--- src/http_request_header_scanner_top_macros.svh ---
// assertion macros shared by the queue and back-end modules
`ifndef HTTP_REQUEST_HEADER_SCANNER_TOP_MACROS_SVH
`define HTTP_REQUEST_HEADER_SCANNER_TOP_MACROS_SVH

// same-cycle implication
`define HRHS_ASSERT_IMP(lbl, ante, cons, msg) \
  lbl: assert property (@(posedge clk) disable iff (rst) (ante) |-> (cons)) else $error(msg);

// next-cycle implication
`define HRHS_ASSERT_NXT(lbl, ante, cons, msg) \
  lbl: assert property (@(posedge clk) disable iff (rst) (ante) |=> (cons)) else $error(msg);

`endif

--- src/hrhs_pkg.sv ---
// types, codes and text constants of the request header scanner
`default_nettype none
package hrhs_pkg;

  localparam int NUM_METHODS  = 7;
  localparam int METHOD_CHARS = 8;
  localparam int HOST_KEY_LEN = 6;
  localparam int QDEPTH       = 4;
  localparam int QPTR_W       = 2;
  localparam int QCNT_W       = 3;

  localparam logic [7:0] CH_SPACE = 8'h20;
  localparam logic [7:0] CH_NL    = 8'h0A;

  typedef enum logic [2:0] {
    METH_GET,
    METH_POST,
    METH_PUT,
    METH_DELETE,
    METH_HEAD,
    METH_TRACE,
    METH_CONNECT,
    METH_UNKNOWN
  } method_t;

  typedef enum logic [1:0] {
    PH_WAIT,
    PH_INSIDE,
    PH_ENDED
  } phase_t;

  localparam logic [7:0] METHOD_TEXT [NUM_METHODS][METHOD_CHARS] = '{
    '{8'h47, 8'h45, 8'h54, 8'h20, 8'h00, 8'h00, 8'h00, 8'h00},
    '{8'h50, 8'h4F, 8'h53, 8'h54, 8'h20, 8'h00, 8'h00, 8'h00},
    '{8'h50, 8'h55, 8'h54, 8'h20, 8'h00, 8'h00, 8'h00, 8'h00},
    '{8'h44, 8'h45, 8'h4C, 8'h45, 8'h54, 8'h45, 8'h20, 8'h00},
    '{8'h48, 8'h45, 8'h41, 8'h44, 8'h20, 8'h00, 8'h00, 8'h00},
    '{8'h54, 8'h52, 8'h41, 8'h43, 8'h45, 8'h20, 8'h00, 8'h00},
    '{8'h43, 8'h4F, 8'h4E, 8'h4E, 8'h45, 8'h43, 8'h54, 8'h20}
  };

  localparam logic [3:0] METHOD_LEN [NUM_METHODS] = '{
    4'd4, 4'd5, 4'd4, 4'd7, 4'd5, 4'd6, 4'd8
  };

  localparam logic [7:0] HOST_KEY [HOST_KEY_LEN] = '{
    8'h48, 8'h6F, 8'h73, 8'h74, 8'h3A, 8'h20
  };

  typedef struct packed {
    logic [7:0] data_byte;
    logic       last;
  } in_item_t;

  typedef struct packed {
    logic       url_valid;
    logic [7:0] url_byte;
    logic       host_valid;
    logic [7:0] host_byte;
    logic       done_res;
    logic       accepted;
    method_t    method;
  } out_item_t;

  typedef struct packed {
    logic [7:0]              data_byte;
    logic                    last;
    logic [NUM_METHODS-1:0]  miss;
    logic [NUM_METHODS-1:0]  reached;
    logic [HOST_KEY_LEN-1:0] key_eq;
    logic                    is_space;
    logic                    is_nl;
  } cls_item_t;

endpackage
`default_nettype wire

--- src/hrhs_front.sv ---
// front end: accepts request bytes, tracks position and classifies each byte
`default_nettype none
module hrhs_front (
  input  logic                clk,
  input  logic                rst,
  input  logic                in_valid,
  output logic                in_stall,
  input  hrhs_pkg::in_item_t  in_item,
  input  logic                q_full,
  output logic                q_push,
  output hrhs_pkg::cls_item_t q_data
);
  import hrhs_pkg::*;

  logic [3:0] pos;
  logic [3:0] pos_next;

  assign in_stall = q_full;
  assign q_push   = in_valid && !q_full;

  always_comb begin
    pos_next = (pos == 4'hF) ? pos : pos + 4'd1;
    q_data.data_byte = in_item.data_byte;
    q_data.last      = in_item.last;
    for (int c = 0; c < NUM_METHODS; c++) begin
      q_data.miss[c]    = (pos < METHOD_LEN[c]) &&
                          (in_item.data_byte != METHOD_TEXT[c][pos[2:0]]);
      q_data.reached[c] = (pos_next >= METHOD_LEN[c]);
    end
    for (int k = 0; k < HOST_KEY_LEN; k++) begin
      q_data.key_eq[k] = (in_item.data_byte == HOST_KEY[k]);
    end
    q_data.is_space = (in_item.data_byte == CH_SPACE);
    q_data.is_nl    = (in_item.data_byte == CH_NL);
  end

  always_ff @(posedge clk) begin
    if (rst) begin
      pos <= 4'd0;
    end else if (q_push) begin
      pos <= in_item.last ? 4'd0 : pos_next;
    end
  end

endmodule
`default_nettype wire

--- src/hrhs_queue.sv ---
// short queue of classified items between front and back
`default_nettype none
module hrhs_queue (
  input  logic                clk,
  input  logic                rst,
  input  logic                push,
  input  hrhs_pkg::cls_item_t push_data,
  input  logic                pop,
  output hrhs_pkg::cls_item_t pop_data,
  output logic                full,
  output logic                empty
);
  import hrhs_pkg::*;
  `include "http_request_header_scanner_top_macros.svh"

  cls_item_t          slots [QDEPTH];
  logic [QPTR_W-1:0]  wr_ptr;
  logic [QPTR_W-1:0]  rd_ptr;
  logic [QCNT_W-1:0]  count;
  logic               do_push;
  logic               do_pop;

  assign full     = (count == QCNT_W'(QDEPTH));
  assign empty    = (count == '0);
  assign do_push  = push && !full;
  assign do_pop   = pop && !empty;
  assign pop_data = slots[rd_ptr];

  always_ff @(posedge clk) begin
    if (do_push) begin
      slots[wr_ptr] <= push_data;
    end
  end

  always_ff @(posedge clk) begin
    if (rst) begin
      wr_ptr <= '0;
      rd_ptr <= '0;
      count  <= '0;
    end else begin
      if (do_push) begin
        wr_ptr <= wr_ptr + 1'b1;
      end
      if (do_pop) begin
        rd_ptr <= rd_ptr + 1'b1;
      end
      if (do_push && !do_pop) begin
        count <= count + 1'b1;
      end else if (do_pop && !do_push) begin
        count <= count - 1'b1;
      end
    end
  end

  `HRHS_ASSERT_IMP(a_queue_bound, 1'b1, count <= QCNT_W'(QDEPTH), "queue count overrun")

endmodule
`default_nettype wire

--- src/hrhs_back.sv ---
// back end: method, url and host scan state, result register
`default_nettype none
module hrhs_back #(
  parameter int URL_MAX  = 1024,
  parameter int HOST_MAX = 16
) (
  input  logic                clk,
  input  logic                rst,
  input  logic                q_empty,
  input  hrhs_pkg::cls_item_t q_data,
  output logic                q_pop,
  output logic                out_valid,
  input  logic                out_stall,
  output hrhs_pkg::out_item_t out_item
);
  import hrhs_pkg::*;
  `include "http_request_header_scanner_top_macros.svh"

  localparam int URL_LEN_W  = $clog2(URL_MAX);
  localparam int HOST_LEN_W = $clog2(HOST_MAX);
  localparam logic [URL_LEN_W-1:0]  URL_LIMIT  = URL_LEN_W'(URL_MAX - 1);
  localparam logic [HOST_LEN_W-1:0] HOST_LIMIT = HOST_LEN_W'(HOST_MAX - 1);
  localparam logic [2:0] KEY_DONE = 3'(HOST_KEY_LEN);

  logic [NUM_METHODS-1:0] cands, cands_next;
  phase_t                 url_phase, url_phase_next;
  logic [URL_LEN_W-1:0]   url_len, url_len_next;
  logic [2:0]             host_cnt, host_cnt_next;
  phase_t                 host_phase, host_phase_next;
  logic [HOST_LEN_W-1:0]  host_len, host_len_next;
  logic                   ovf, ovf_next;
  logic                   url_emit, host_emit;
  logic                   has_result;
  method_t                meth;
  out_item_t              res;

  assign q_pop = !q_empty && (!out_valid || !out_stall);

  // next state
  always_comb begin
    cands_next      = cands & ~q_data.miss;
    url_phase_next  = url_phase;
    url_len_next    = url_len;
    host_cnt_next   = host_cnt;
    host_phase_next = host_phase;
    host_len_next   = host_len;
    ovf_next        = ovf;
    url_emit        = 1'b0;
    host_emit       = 1'b0;

    unique case (url_phase)
      PH_INSIDE: begin
        if (q_data.is_space) begin
          url_phase_next = PH_ENDED;
        end else if (url_len < URL_LIMIT) begin
          url_emit     = 1'b1;
          url_len_next = url_len + 1'b1;
        end else begin
          ovf_next = 1'b1;
        end
      end
      PH_WAIT: begin
        if (q_data.is_space) begin
          url_phase_next = PH_INSIDE;
        end
      end
      default: ;
    endcase

    unique case (host_phase)
      PH_INSIDE: begin
        if (q_data.is_nl) begin
          host_phase_next = PH_ENDED;
        end else if (host_len < HOST_LIMIT) begin
          host_emit     = 1'b1;
          host_len_next = host_len + 1'b1;
        end else begin
          ovf_next = 1'b1;
        end
      end
      PH_WAIT: begin
        if ((host_cnt < KEY_DONE) && q_data.key_eq[host_cnt]) begin
          host_cnt_next = host_cnt + 3'd1;
        end else begin
          host_cnt_next = q_data.key_eq[0] ? 3'd1 : 3'd0;
        end
        if (host_cnt_next == KEY_DONE) begin
          host_phase_next = PH_INSIDE;
        end
      end
      default: ;
    endcase
  end

  // result
  always_comb begin
    meth = METH_UNKNOWN;
    for (int c = NUM_METHODS - 1; c >= 0; c--) begin
      if (cands_next[c] && q_data.reached[c]) begin
        meth = method_t'(3'(c));
      end
    end
    has_result     = url_emit || host_emit || q_data.last;
    res.url_valid  = url_emit;
    res.url_byte   = url_emit ? q_data.data_byte : 8'h00;
    res.host_valid = host_emit;
    res.host_byte  = host_emit ? q_data.data_byte : 8'h00;
    res.done_res   = q_data.last;
    res.accepted   = q_data.last && (meth != METH_UNKNOWN) &&
                     (url_phase_next == PH_ENDED) &&
                     (host_phase_next == PH_ENDED) && !ovf_next;
    res.method     = q_data.last ? meth : METH_UNKNOWN;
  end

  always_ff @(posedge clk) begin
    if (rst || (q_pop && q_data.last)) begin
      cands      <= '1;
      url_phase  <= PH_WAIT;
      url_len    <= '0;
      host_cnt   <= 3'd0;
      host_phase <= PH_WAIT;
      host_len   <= '0;
      ovf        <= 1'b0;
    end else if (q_pop) begin
      cands      <= cands_next;
      url_phase  <= url_phase_next;
      url_len    <= url_len_next;
      host_cnt   <= host_cnt_next;
      host_phase <= host_phase_next;
      host_len   <= host_len_next;
      ovf        <= ovf_next;
    end
  end

  always_ff @(posedge clk) begin
    if (rst) begin
      out_valid <= 1'b0;
    end else if (q_pop && has_result) begin
      out_valid <= 1'b1;
    end else if (!out_stall) begin
      out_valid <= 1'b0;
    end
  end

  always_ff @(posedge clk) begin
    if (q_pop && has_result) begin
      out_item <= res;
    end
  end

  `HRHS_ASSERT_IMP(a_accept_known, out_valid && out_item.accepted,
    out_item.done_res && (out_item.method != METH_UNKNOWN), "accepted item without method")
  `HRHS_ASSERT_NXT(a_clear_on_last, q_pop && q_data.last,
    (url_phase == PH_WAIT) && (host_phase == PH_WAIT) && (cands == '1) && !ovf,
    "scan state not cleared after last byte")
  `HRHS_ASSERT_IMP(a_url_bound, q_pop && url_emit, url_len < URL_LIMIT,
    "url emitted past limit")

endmodule
`default_nettype wire

--- src/http_request_header_scanner_top.sv ---
// an accepted byte goes into a queue slot; its result is then registered in out_item
// throughput: one byte per cycle when not stalled; each pop updates the back-end scan state
// a four-entry queue between front and back absorbs output stalls
// reset: synchronous rst clears the queue, byte position, scan state and output valid
// after the last byte of a request the scan state returns to its reset values
`default_nettype none
module http_request_header_scanner_top #(
  parameter int URL_MAX  = 1024,
  parameter int HOST_MAX = 16
) (
  input  logic                clk,
  input  logic                rst,
  input  logic                in_valid,
  output logic                in_stall,
  input  hrhs_pkg::in_item_t  in_item,
  output logic                out_valid,
  input  logic                out_stall,
  output hrhs_pkg::out_item_t out_item
);
  import hrhs_pkg::*;

  cls_item_t push_data;
  cls_item_t pop_data;
  logic      q_push;
  logic      q_pop;
  logic      q_full;
  logic      q_empty;

  hrhs_front u_front (
    .clk      (clk),
    .rst      (rst),
    .in_valid (in_valid),
    .in_stall (in_stall),
    .in_item  (in_item),
    .q_full   (q_full),
    .q_push   (q_push),
    .q_data   (push_data)
  );

  hrhs_queue u_queue (
    .clk       (clk),
    .rst       (rst),
    .push      (q_push),
    .push_data (push_data),
    .pop       (q_pop),
    .pop_data  (pop_data),
    .full      (q_full),
    .empty     (q_empty)
  );

  hrhs_back #(
    .URL_MAX  (URL_MAX),
    .HOST_MAX (HOST_MAX)
  ) u_back (
    .clk       (clk),
    .rst       (rst),
    .q_empty   (q_empty),
    .q_data    (pop_data),
    .q_pop     (q_pop),
    .out_valid (out_valid),
    .out_stall (out_stall),
    .out_item  (out_item)
  );

endmodule
`default_nettype wire

--- config.mk ---
export PLATFORM = sky130hd
export DESIGN_NAME = http_request_header_scanner_top
export DESIGN_NICKNAME = d
export VERILOG_FILES = /design/src/hrhs_pkg.sv /design/src/hrhs_front.sv /design/src/hrhs_queue.sv /design/src/hrhs_back.sv /design/src/http_request_header_scanner_top.sv
export VERILOG_INCLUDE_DIRS = /design/src /design/src/src
export SDC_FILE = /design/constraint.sdc
export NUM_CORES = 1
export LEC_CHECK = 0
export BUFFER_PORTS_ARGS = -buffer_cell sky130_fd_sc_hd__buf_2
export CAP_MARGIN = 40
export CORE_MARGIN = 2
export CORE_UTILIZATION = 40
export CTS_BUF_LIST = sky130_fd_sc_hd__clkbuf_8
export DETAILED_ROUTE_END_ITERATION = 12
export GPL_ROUTABILITY_DRIVEN = 0
export SLEW_MARGIN = 20
export SYNTH_ARGS = -nofsm -noshare
export SYNTH_HDL_FRONTEND = slang
export SYNTH_SLANG_ARGS = --single-unit
--- constraint.sdc ---
create_clock -name clk -period 3.8 [get_ports clk]
set_input_delay 0.38 -clock clk [delete_from_list [all_inputs] [get_ports clk]]
set_output_delay 0.38 -clock clk [all_outputs]
set_load 0.01 [all_outputs]
After elaboration in Yosys (flattened, before gate mapping)
Memories as Yosys holds them, arrays and structs flattened. A register that Yosys moved wholly into a read port is not among the register bits.
Index checks and enable logic that the tools add are counted.

storage, ports and cells
  bits in registers = 64
  bits in writable memories = 124
  ROM bits = 448
  input port bits = 13
  memories kept = 8

memory list
  memory           depth  width  read ports  clocked after Yosys merged registers in  write ports  RTL line          source
  u_queue.slots    4      31     1           1                                        1            hrhs_queue.sv:16  cls_item_t slots [QDEPTH];
  (no name shown)  8      8      1           0                                        0            hrhs_front.sv:27  (in_item.data_byte != METHOD_TEXT[c][pos[2:0]]);
  (no name shown)  8      8      1           0                                        0            hrhs_front.sv:27
  (no name shown)  8      8      1           0                                        0            hrhs_front.sv:27
  (no name shown)  8      8      1           0                                        0            hrhs_front.sv:27
  (no name shown)  8      8      1           0                                        0            hrhs_front.sv:27
  2 more memories  --     --     --          --                                       --           --

operators by class
  add/subtract/negate cells = 8
  magnitude comparators = 15
  eq/ne operators = 23
  muxes and demuxes = 54
  bitwise gates (word level) = 5
  reduce and logical (&&, ||, !) cells = 45

operator list
  operator                                                                              number
  8-bit two-way mux                                                                     14
  8-bit != test                                                                         7
  8-bit by 7-bit equality test with 1-bit output (second input constant)                4
  1-bit logical AND                                                                     27
  3-bit two-way mux                                                                     8
  1-bit two-way mux                                                                     19
  8-bit by 6-bit equality test with 1-bit output (second input constant)                2
  4-bit by 3-bit greater-or-equal comparator with 1-bit output (second input constant)  4
  4-bit by 3-bit less-than comparator with 1-bit output (second input constant)         4
  2-bit two-way mux                                                                     8
  10-bit by 1-bit adder with 10-bit output (second input constant)                      1
  10-bit less-than comparator (second input constant)                                   1
  4-bit by 1-bit adder with 4-bit output (second input constant)                        2
  8-bit by 4-bit equality test with 1-bit output (second input constant)                1
  4-bit greater-or-equal comparator (second input constant)                             2
  4-bit less-than comparator (second input constant)                                    2
  4-bit two-way mux                                                                     2
  2-bit one-hot mux with 2 select lines                                                 2
  4-bit AND reduction                                                                   2
  7-bit bitwise AND                                                                     1
  1-bit zero test                                                                       7
  7-bit NOT                                                                             1
  3-bit by 1-bit adder with 3-bit output (second input constant)                        2
  3-bit equality test (second input constant)                                           2
  17 further kinds                                                                      25

Logic depth before layout (Yosys ltp)
Gate-level depths: netlist (run 1).

  word-level depth = 15
  depth in mapped cells = 12

Cells and area by module
From an unflattened synthesis (run 1), not the netlist that was laid out.

unflattened totals
  cell total of the unflattened synthesis = 638
  area total of the unflattened synthesis = 8702.1 µm²

modules (own cells, without submodules)
  module      times used  cells an instance  area an instance (µm²)  sequential area each (µm²)
  hrhs_queue  1           209                4944.7                  3903.7
  hrhs_back   1           242                2447.3                  1291.2
  hrhs_front  1           187                1310.0                  80.1

Worst setup path before layout (run 1)
OpenSTA, ideal clock, no wires.

  path type = register to register
  start = register u_queue.count[0]
  end = register u_queue.count[2]
  data arrival time = 2.584 ns
  data required time = 3.730 ns
  path slack = 1.146 ns
  cell stages (with the launch flop) = 13
  buffers on the path = 3
  period minus slack after synthesis = 2.654 ns
  cell sequence = dfxtp_1 or3_1 and2_1 clkbuf_1 buf_2 clkbuf_1 inv_1 ha_1 inv_1 fa_1 xor2_1 or3_1 a21oi_1

on the way
  cells in the longest elaborated chain, start to end = 7
  elaborated cells between the ends (all ways) = 17
  those cells by class = add/sub (2); eq/ne (1); mux (2); reduce/logical (12)

ends and longest elaborated chain
  element                                                                                              RTL line          source
  start, declared                                                                                      hrhs_queue.sv:19  logic [QCNT_W-1:0] count;
  start signal, assigned                                                                               hrhs_queue.sv:48  count <= count + 1'b1;
  start signal, assigned                                                                               hrhs_queue.sv:50  count <= count - 1'b1;
  parallel branches: the longest is 7 deep, another holds 3-bit by 1-bit subtractor with 3-bit output  --

Parallel ways; which one is timed is not known. The select of a mux whose other input is x is not followed.
A chain may end at the register's enable or synchronous reset.

==> results by group, run 1 <==
Status
  – Status: finished clean

Route
  – Starting DRC count in detailed routing: between 300 and 400
  – First-pass iteration count of the detailed router: 5
  – Post-DR wirelength/cell: about 18 um
  – DRT Wirelength: 16200 um
  – DRC errors left: 0
  – Via density: around 5.4
  – Routed vias: 4942
  – Final ANT Viol Nets: 0

Logic synthesis
  – Cell type with the highest aggregate area in the netlist: edfxtp_1
  – Post-synth cell types: 67
  – Count leader, synth: edfxtp_1
  – Synth top cells by count: edfxtp_1, nand2_1, dfxtp_1
  – Syn nets: ~650
  – EDFF count, synth: ~140
  – Mapped Cells: about 620
  – Synth warn: 0
  – Sequential area share after synthesis: 0.609
  – Post-synthesis cell area: around 8000 um2
  – #FFs+latches synth: ~180
  – Ys async rst share: 0
  – Synth area leaders: edfxtp_1, dfxtp_1, mux4_2
  – Post-synthesis area per instance: between 10 and 15 um2
  – Area share of the largest cell type after synthesis: 0.502
  – Prevailing post-synth register cell: edfxtp_1

CTS
  – CTS tree: built
  – Skew-Pair Late Insertion Delay: 0.45 ns
  – Clock root buffer: clkbuf_8
  – Maximum root-to-sink buffer count: 2
  – Post-CTS Setup Inserts: 0
  – CTS Sinks: approximately 180
  – Htree depth: 4
  – Clock transition at path regs: 0.09 ns
  – # hold bufs at CTS: 0
  – Post-CTS Resized: 0
  – Inserted Clock Buffers: 17

Floorplanning
  – Starting Density: 0.411
  – Row count: between 50 and 60
  – Area of the core: 19700 um2
  – IO Pins: 38
  – Die area: 21300 um2
  – Die W: roughly 150 um
  – Die Ht: roughly 150 um

Critical path
  – CP endpoint kind: flop
  – CP max FO: 17
  – Critical Path Max Stage Delay: 0.67 ns
  – Crit path required time: around 4.2 ns
  – CP Cell Sequence: buf_4, mux4_2, a21oi_1, and3_1, a41o_1
  – Crit path launch type: flop
  – Critical path class: flop to flop
  – CP arrival: between 3 and 4 ns
  – Slowest CP cell: a21oi_1

STA
  – Slew HR: 0.467
  – Slew Limit Fails: 0
  – Hold Vio Cnt, Final: 0
  – Max Freq: approximately 360 MHz
  – Final WS setup: 1.03 ns
  – Period Utilization, post-route: 0.730
  – Final setup skew: around 0.018 ns
  – Fin crit period: between 2 and 3 ns
  – Least-Margin Pin Slew: between 0.7 and 0.8 ns
  – Final setup vio count: 0
  – RSZ-0062 raised after global routing: false
  – Fin Setup TNS: 0 ns

Finish
  – Number of inserted diodes: 0
  – Layout cell share with drive strength beyond 1: 0.169
  – Sequential cell area: between 4000 and 5000 um2
  – Area occupied by multi-input gates: approximately 2900 um2
  – Final #Nets: approximately 670
  – Final std cells w/o fill: 920
  – Fillers: between 1.5k and 2k
  – P&R area growth vs syn: 9.75%
  – Final design utilization: 0.451

Flow run
  – Max Cap Violations: 0

Hold path
  – Worst hold path class: primary input to flop

Global route
  – Global-route wire length before repair: about 26000 um
  – All-Layer GR Usage: 0.157
  – Vias in the first global route: 4894
  – Grt ovf: 0
  – Initial antenna violation count: 0
  – Largest net degree at the start of global routing: 37

Placement
  – Placed Cells incl. Taps: a little under 900
  – Count of buffers from port buffering: 37
  – Setup WS pre-CTS: roughly 0.86 ns
  – DP HPWL: about 11000 um

Power
  – Worst vdd ir: 327 uV
  – P_leak: about 3.0 nW
  – Cell area power density: just under 600 nW/um2
metrics by stage:
step	power [mW]	area, um2	hold slack (ns)
2_1_floorplan	3.64	8070	0.415
3_3_place_gp	3.98	8440	0.427
3_5_place_dp	4.02	8440	0.437
4_1_cts	5.29	8830	0.224
5_1_grt	5.56	8860	0.245
6_report	5.28	8860	0.254
critical path, delay by kind of cell, from the launching register on:
kind                   cells  cell delay, ns
buffers and inverters      1            0.38
AOI/OAI and AO/OA          2            0.76
muxes                      1            0.66
DFF                        1            0.66
and+or+nand+nor            1            0.26
power by group:
group | switching, mW | total (mW) | internal [mW]
sequential | 0.149 | 2.57 | 2.42
combinational | 0.859 | 1.43 | 0.576
clock | 0.690 | 1.28 | 0.591
total | 1.70 | 5.28 | 3.59
cell type report:
class,instances,area share
tap,265,0.0374
inverter,27,0.0114
clock inverter,15,0.0179
clock buffer,17,0.0264
sequential,178,0.555
multi-input combinational,374,0.323
timing repair buffer,44,0.0291
layout by cell type (no fill, tap or decap), types with 4 or more instances in the layout:
cell type  synthesis  layout
dfxtp_1           43      42
ha_1              16      16
xor2_1            23      23
a31oi_1            7       7
nand2b_1          10      10
buf_4              3       6
nand2_1           44      44
nor3_1            12      12
nand3b_1           6       6
o21ai_0           10      10
and3_1            13      13
a211oi_1           5       5
and2_1            24      20
nand4_1            4       4
clkbuf_8           0      17
and2_2             0       4
nand3_1           25      25
nor4_1             6       6
xnor2_1           14      14
a21oi_1           19      19
edfxtp_1         135     135
mux4_2            26      26
mux2i_1            8       8
a221oi_1           4       4
buf_2              9      37
inv_1             25      26
nor2_1            41      41
flip-flops by register name, summed over array words and instances, names as in the netlist, 2 cells and up, named ones only:
name	count
u_back.host_len	4
u_back.out_item	23
u_queue.rd_ptr	2
u_queue.count	3
u_back.host_phase	2
u_back.url_phase	2
u_back.url_len	10
u_queue.slots	112
u_back.host_cnt	3
u_front.pos	4
u_back.cands	7
u_queue.wr_ptr	2
path summary, 6_finish.rpt:
path / from / to / slack, ns / cells past startpoint
setup reg to reg: flop / u_back.host_cnt[1] / 1.03 / 5
setup / recovery: flop / u_back.host_cnt[1] / 1.03 / 5
hold reg to reg: u_back.cands[4] / u_back.cands[4] / 0.45 / 2
hold / removal: in_item[0] / u_queue.slots[0][22] / 0.25 / 1
cells by family (layout without fill, tap and decap cells):
logic type	count (synthesis)	in the layout	synth area share
AOI/OAI and AO/OA	80	80	0.0704
xor gates and xnor gates	37	37	0.0402
adders and majority gates	17	17	0.0273
buffers and inverters	66	103	0.0375
DFF	178	178	0.609
muxes	34	34	0.0825
and+or+nand+nor	206	206	0.133
routing by layer:
metal | up-vias | share of wire | track usage
met5 | - | 0 | 0
met4 | 0 | 0.013 | 0.0417
met3 | 12 | 0.048 | 0.0319
met2 | 116 | 0.47 | 0.249
met1 | 2473 | 0.47 | 0.222
li1 | 2341 | - | -
Note: power is estimated with default switching activity, not from simulation.
==> inputs of run 2 (changes only) <==
ABC_AREA = 1   (was default)
clock period = 2.8 ns   (was 3.8 ns; I/O delays follow)
==> run 2 against run 1 <==
Area after synthesis grew 0.74%. Highest routed layer unchanged. Clock skew shrank 0.0060 ns. Flip-flop and latch count is the same. Critical path type unchanged. Sequential share of layout area shrank 0.77 points. Via count grew 16%. Combinational power grew 94%. Die area grew 0.73%. Power grew 51%. Worst hold slack lost 0.17 ns. Clock-buffer cell count is the same. Synthesized cell count grew 33%. Register-to-register slack lost 0.55 ns.
==> results by group, run 2 <==
Logic synthesis
  – Ys async rst share: 0 (unchanged)
  – #FFs+latches synth: 178 (unchanged)
  – Sequential area share after synthesis: 0.604 (was 0.609)
  – Syn nets: 849 (was 648)
  – EDFF count, synth: 135 (unchanged)
  – Cell type with the highest aggregate area in the netlist: edfxtp_1 (unchanged)
  – Post-synth cell types: 48 (was 67)
  – Synth top cells by count: nand2_1, edfxtp_1, nor2_1 (was edfxtp_1, nand2_1, dfxtp_1)
  – Synth warn: 0 (unchanged)
  – Mapped Cells: 819 (was 618)
  – Post-synthesis cell area: 8130 um2 (was 8070 um2)
  – Synth area leaders: edfxtp_1, dfxtp_1, nand2_1 (was edfxtp_1, dfxtp_1, mux4_2)
  – Post-synthesis area per instance: 9.93 um2 (was 13.1 um2)
  – Area share of the largest cell type after synthesis: 0.499 (was 0.502)
  – Count leader, synth: nand2_1 (was edfxtp_1)
  – Prevailing post-synth register cell: edfxtp_1 (unchanged)

STA
  – Max Freq: 431 MHz (was 361 MHz)
  – RSZ-0062 raised after global routing: false (unchanged)
  – Hold Vio Cnt, Final: 0 (unchanged)
  – Slew HR: 0.497 (was 0.467)
  – Final setup vio count: 0 (unchanged)
  – Fin crit period: 2.32 ns (was 2.77 ns)
  – Least-Margin Pin Slew: 0.748 ns (was 0.799 ns)
  – Slew Limit Fails: 0 (unchanged)
  – Period Utilization, post-route: 0.829 (was 0.730)
  – Fin Setup TNS: 0 ns (unchanged)
  – Final setup skew: 0.0118 ns (was 0.0178 ns)

Critical path
  – CP endpoint kind: flop (unchanged)
  – Critical Path Max Stage Delay: 0.55 ns (was 0.67 ns)
  – CP Cell Sequence: clkinv_1, ha_1, a2111oi_0, a41oi_1 (was buf_4, mux4_2, a21oi_1, and3_1, a41o_1)
  – Slowest CP cell: a2111oi_0 (was a21oi_1)
  – Critical path class: flop to flop (unchanged)
  – Crit path required time: 2.93 ns (was 4.21 ns)
  – CP max FO: 10 (was 17)
  – CP arrival: 2.45 ns (was 3.18 ns)
  – Crit path launch type: flop (unchanged)

Global route
  – Global-route wire length before repair: 27700 um (was 26300 um)
  – Largest net degree at the start of global routing: 57 (was 37)
  – Vias in the first global route: 5293 (was 4894)
  – All-Layer GR Usage: 0.165 (was 0.157)
  – Grt ovf: 0 (unchanged)
  – Initial antenna violation count: 0 (unchanged)

CTS
  – Clock transition at path regs: 0.09 ns (about the same)
  – Maximum root-to-sink buffer count: 2 (unchanged)
  – Skew-Pair Late Insertion Delay: 0.46 ns (was 0.45 ns)
  – Inserted Clock Buffers: 17 (unchanged)
  – Post-CTS Setup Inserts: 0 (unchanged)
  – CTS tree: built (unchanged)
  – # hold bufs at CTS: 0 (unchanged)
  – Clock root buffer: clkbuf_8 (unchanged)
  – Htree depth: 4 (unchanged)
  – CTS Sinks: 178 (unchanged)
  – Post-CTS Resized: 0 (unchanged)

Floorplanning
  – Die Ht: 147 um (was 146 um)
  – Die W: 147 um (was 146 um)
  – Row count: 52 (was 51)
  – Area of the core: 20100 um2 (was 19700 um2)
  – Starting Density: 0.404 (was 0.411)
  – IO Pins: 38 (unchanged)
  – Die area: 21500 um2 (was 21300 um2)

Finish
  – Final std cells w/o fill: 1143 (was 920)
  – Max FFs per register: 112 (unchanged)
  – Top flop regs: u_queue.slots x112, u_back.out_item x23, u_back.url_len x10 (unchanged)
  – Biggest register: u_queue.slots (unchanged)
  – Final #Nets: 890 (was 672)
  – Number of inserted diodes: 0 (unchanged)
  – Layout cell share with drive strength beyond 1: 0.124 (was 0.169)
  – Most frequent cells in the layout: nand2_1, edfxtp_1, nor2_1 (was edfxtp_1, nand2_1, dfxtp_1)
  – P&R area growth vs syn: 10.5% (was 9.75%)
  – Commonest non-fill, non-tap cell in the layout: nand2_1 (was edfxtp_1)

Placement
  – Count of buffers from port buffering: 37 (unchanged)
  – Placed Cells incl. Taps: 1110 (was 887)
  – DP HPWL: 11400 um (was 11000 um)

Route
  – Final ANT Viol Nets: 0 (unchanged)
  – Via density: 5.01 (was 5.37)
  – DRC errors left: 0 (unchanged)
  – Starting DRC count in detailed routing: 547 (was 333)
  – First-pass iteration count of the detailed router: 5 (unchanged)
  – Routed vias: 5723 (was 4942)
  – Post-DR wirelength/cell: 14.9 um (was 17.6 um)
  – DRT Wirelength: 17000 um (was 16200 um)

Power
  – Cell area power density: 888 nW/um2 (was 597 nW/um2)
  – Worst vdd ir: 336 uV (was 327 uV)
  – P_leak: 3.44 nW (was 3.05 nW)

Flow run
  – Max Cap Violations: 0 (unchanged)

Hold path
  – Worst hold path class: primary input to flop (unchanged)

Status
  – Status: finished clean (unchanged)
==> run 2: cell families (layout without fill, tap and decap cells) <==
kind of cell / after synthesis / count (layout) / share of synthesized area
simple gates: 403 / 403 / 0.211
flops: 178 / 178 / 0.604
compound gates: 105 / 105 / 0.0819
buf+inv: 95 / 149 / 0.0531
xor+xnor: 21 / 21 / 0.0226
fa+ha+maj: 17 / 17 / 0.0271
==> run 2: critical path: cells and delay by family, from the launching register on <==
family / cells / cell delay (ns)
fa+ha+maj: 1 / 0.38
compound gates: 2 / 0.88
buf+inv: 1 / 0.30
flops: 1 / 0.44
==> run 2: layout make-up <==
| class | instances | area (um2) |
|---|---|---|
| clock inverter | 15 | 135 |
| clock buffer | 17 | 234 |
| inverter | 65 | 244 |
| timing repair buffer | 52 | 320 |
| fill | 1852 | 11100 |
| multi-input combinational | 546 | 2790 |
| tap | 270 | 338 |
| sequential | 178 | 4920 |
==> run 2: worst paths after layout <==
check                       start  slack [ns]              endpoint  cells past startpoint
hold reg to reg   u_back.cands[1]        0.46       u_back.cands[1]                      2
setup reg to reg   u_front.pos[2]        0.48  u_queue.slots[1][15]                      4
setup / recovery   u_front.pos[2]        0.48  u_queue.slots[1][15]                      4
hold / removal         in_item[0]        0.08  u_queue.slots[1][22]                      1
==> run 2: metal layers <==
| metal | global-route usage | wire length (um) | vias to the layer above |
|---|---|---|---|
| met2 | 0.267 | 8210 | 147 |
| met5 | 0 | 0 | - |
| met3 | 0.0334 | 769 | 18 |
| met1 | 0.221 | 7810 | 2688 |
| met4 | 0.0592 | 260 | 0 |
| li1 | - | - | 2870 |
==> run 2: where the power goes <==
| group | internal (mW) | switching, mW | total [mW] |
|---|---|---|---|
| clock | 0.713 | 0.940 | 1.65 |
| sequential | 3.39 | 0.164 | 3.55 |
| combinational | 0.886 | 1.89 | 2.77 |
| total | 4.99 | 2.99 | 7.98 |
==> run 2: metrics by stage <==
step | cell area [um2] | total power [mW] | worst slack, ns | utilization | hold slack [ns]
floorplan | 8130 | 5.60 | 0.196 | - | 0.356
global placement | 8610 | 6.37 | 0.438 | 0.428 | 0.445
detailed placement | 8610 | 6.40 | 0.448 | 0.428 | 0.450
CTS | 8980 | 8.05 | 0.435 | 0.446 | 0.0483
global route | 8980 | 8.58 | 0.190 | 0.447 | 0.0622
finish | 8980 | 7.98 | 0.479 | 0.447 | 0.0820
==> inputs of run 3 (changes only) <==
ABC_AREA = 0   (was 1)
clock period = 2.2 ns   (was 2.8 ns; I/O delays follow)
==> run 3 against run 2 <==
Clock skew grew 0.0020 ns. Global-route usage shrank 0.37 points. Worst setup slack lost 0.37 ns. Final area grew 2.6%. Worst hold slack gained 0.011 ns. Critical endpoint is now u_queue.count[2]. Critical path type unchanged. Largest cell class unchanged. Critical path depth grew 5. Sequential share of layout area shrank 1.3 points.
==> results by group, run 3 (synthesis gave the netlist of run 1 again) <==
CTS
  – Post-CTS Setup Inserts: 0 (unchanged)
  – Htree depth: 4 (unchanged)
  – Maximum root-to-sink buffer count: 2 (unchanged)
  – Clock transition at path regs: 0.10 ns (was 0.09 ns)
  – Skew-Pair Late Insertion Delay: 0.46 ns (about the same)
  – CTS tree: built (unchanged)
  – Inserted Clock Buffers: 17 (unchanged)
  – Clock root buffer: clkbuf_8 (unchanged)
  – # hold bufs at CTS: 0 (unchanged)
  – CTS Sinks: 178 (unchanged)

Finish
  – Layout cell share with drive strength beyond 1: 0.226 (was 0.124)
  – Most frequent cells in the layout: edfxtp_1, nand2_1, nor2_1 (was nand2_1, edfxtp_1, nor2_1)
  – Final std cells w/o fill: 956 (was 1143)
  – Commonest non-fill, non-tap cell in the layout: edfxtp_1 (was nand2_1)
  – Max FFs per register: 112 (unchanged)
  – P&R area growth vs syn: 14.2% (was 10.5%)
  – Biggest register: u_queue.slots (unchanged)
  – Number of inserted diodes: 0 (unchanged)
  – Final #Nets: 708 (was 890)
  – Top flop regs: u_queue.slots x112, u_back.out_item x23, u_back.url_len x10 (unchanged)
  – Fillers: 1831 (was 1852)

Critical path
  – Slack of the worst reg-to-reg path: 0.11 ns (was 0.48 ns)
  – Cell family with most CP delay: simple AND/OR/NAND/NOR gates (was compound AO/OA/AOI/OAI gates)
  – CP Depth: 9 (was 4)
  – Critical Path Max Stage Delay: 0.37 ns (was 0.55 ns)
  – CP Cell Sequence: or3_4, and2_4, inv_4, ha_4, inv_2, fa_2, xor2_1, or3_1, a21oi_1 (was clkinv_1, ha_1, a2111oi_0, a41oi_1)
  – CP endpoint kind: flop (unchanged)
  – Crit path required time: 2.59 ns (was 2.93 ns)
  – Slowest CP cell: dfxtp_1 (was a2111oi_0)
  – Crit path launch type: flop (unchanged)
  – CP max FO: 4 (was 10)
  – Worst path bufs/invs: 2 (was 1)
  – Critical path class: flop to flop (unchanged)
  – Worst Reg-to-Reg Cells: 9 (was 4)
  – Crit path capture: u_queue.count[2] (was u_queue.slots[1][15])
  – R2r endpoint: u_queue.count[2] (was u_queue.slots[1][15])
  – CP arrival: 2.47 ns (was 2.45 ns)
  – Worst R2R Start: u_queue.count[0] (was u_front.pos[2])
  – CP startpoint: u_queue.count[0] (was u_front.pos[2])

Route
  – DRC errors left: 0 (unchanged)
  – DRT Wirelength: 16600 um (was 17000 um)
  – Via density: 5.33 (was 5.01)
  – First-pass iteration count of the detailed router: 5 (unchanged)
  – Post-DR wirelength/cell: 17.4 um (was 14.9 um)
  – Starting DRC count in detailed routing: 468 (was 547)
  – Routed vias: 5096 (was 5723)
  – Final ANT Viol Nets: 0 (unchanged)

Power
  – Total power: 9.42 mW (was 7.98 mW)
  – Combinational share of power: 0.297 (was 0.348)
  – P_leak: 3.23 nW (was 3.44 nW)
  – Worst vdd ir: 547 uV (was 336 uV)
  – Clock share of power: 0.237 (was 0.207)
  – Pint: 6.33 mW (was 4.99 mW)
  – Cell area power density: 1020 nW/um2 (was 888 nW/um2)
  – Sw Ratio: 0.329 (was 0.375)
  – NetSw: 3.10 mW (was 2.99 mW)
  – Sequential share of power: 0.466 (was 0.445)

Global route
  – GR met2 Demand/Resource: 0.259 (was 0.267)
  – Initial antenna violation count: 0 (unchanged)
  – Grt met3 use: 0.0347 (was 0.0334)
  – Vias in the first global route: 5203 (was 5293)
  – Largest net degree at the start of global routing: 32 (was 57)
  – GR Util met1: 0.221 (about the same)
  – Gr busiest metal: met2 (unchanged)
  – All-Layer GR Usage: 0.161 (was 0.165)
  – Global-route wire length before repair: 27000 um (was 27700 um)
  – Grt ovf: 0 (unchanged)

STA
  – Fin Setup TNS: 0 ns (unchanged)
  – Fin crit period: 2.09 ns (was 2.32 ns)
  – Least-Margin Pin Slew: 0.729 ns (was 0.748 ns)
  – Hold Vio Cnt, Final: 0 (unchanged)
  – Final setup skew: 0.0138 ns (was 0.0118 ns)
  – RSZ-0062 raised after global routing: false (unchanged)
  – Max Freq: 479 MHz (was 431 MHz)
  – Slew Limit Fails: 0 (unchanged)
  – Final setup vio count: 0 (unchanged)
  – Period Utilization, post-route: 0.948 (was 0.829)
  – Slew HR: 0.509 (was 0.497)

Placement
  – Count of buffers from port buffering: 37 (unchanged)
  – Placed Cells incl. Taps: 924 (was 1110)
  – DP HPWL: 11300 um (was 11400 um)

Flow run
  – Max Cap Violations: 0 (unchanged)

Status
  – Status: finished clean (unchanged)

Floorplanning
  – IO Pins: 38 (unchanged)
  – Die Ht: 146 um (was 147 um)
  – Area of the core: 19700 um2 (was 20100 um2)
  – Starting Density: 0.411 (was 0.404)
  – Die W: 146 um (was 147 um)
  – Row count: 51 (was 52)
  – Die area: 21300 um2 (was 21500 um2)

Hold path
  – Worst hold path class: primary input to flop (unchanged)
-- run 3: final cells by class --
| type | count | area, um2 | share of cell area |
|---|---|---|---|
| inverters | 27 | 108 | 0.0117 |
| clock inverters | 15 | 165 | 0.0179 |
| multi-input cells | 374 | 2890 | 0.314 |
| repair buffers | 80 | 562 | 0.0610 |
| flip-flops and latches | 178 | 4920 | 0.534 |
| well taps | 265 | 332 | 0.0360 |
| clock buffers | 17 | 234 | 0.0254 |
-- run 3: how the worst min path moves through the flow --
stage          depth (start not counted)              endpoint            start
2_1_floorplan                          1      u_back.out_valid              rst
3_3_place_gp                           2       u_back.cands[1]  u_back.cands[1]
3_5_place_dp                           2       u_back.cands[1]  u_back.cands[1]
4_1_cts                                1  u_queue.slots[2][22]       in_item[0]
5_1_grt                                1  u_queue.slots[2][22]       in_item[0]
6_report                               1  u_queue.slots[2][22]       in_item[0]
-- run 3: routing by layer --
layer  wire, um  up-vias
li1           -     2419
met1       7860     2538
met2       7910      123
met3        633       16
met4        213        0
met5          0        -
-- run 3: per-stage QoR --
step	utilization	hold WS [ns]	cell area, um2	setup slack [ns]
2_1_floorplan	-	0.289	8130	-0.185
3_3_place_gp	0.447	0.425	8780	0.143
3_5_place_dp	0.447	0.432	8780	0.0721
4_1_cts	0.467	0.0634	9180	0.0516
5_1_grt	0.469	0.0710	9210	0.00131
6_report	0.469	0.0935	9210	0.114
-- run 3: repair_timing --
item / 4_1_cts / 5_1_grt
setup endpoints to repair: 0 / 11
hold endpoints to repair: 0 / 0
gates resized for setup: 0 / 8
-- run 3: power by group through the flow --
stage / combinational, mW / sequential [mW] / clock [mW]
2_1_floorplan: 1.88 / 4.50 / 0
3_3_place_gp: 2.73 / 4.44 / 0
3_5_place_dp: 2.79 / 4.47 / 0
4_1_cts: 2.80 / 4.39 / 2.29
5_1_grt: 3.09 / 4.44 / 2.42
6_report: 2.80 / 4.39 / 2.23
-- run 3: worst register-to-register path, delay by kind of cell, from the launching register on --
| family | cells | cell delay, ns |
|---|---|---|
| simple gates | 3 | 0.83 |
| fa+ha+maj | 2 | 0.46 |
| flops | 1 | 0.37 |
| xor+xnor | 1 | 0.16 |
| compound gates | 1 | 0.12 |
| buf+inv | 2 | 0.09 |
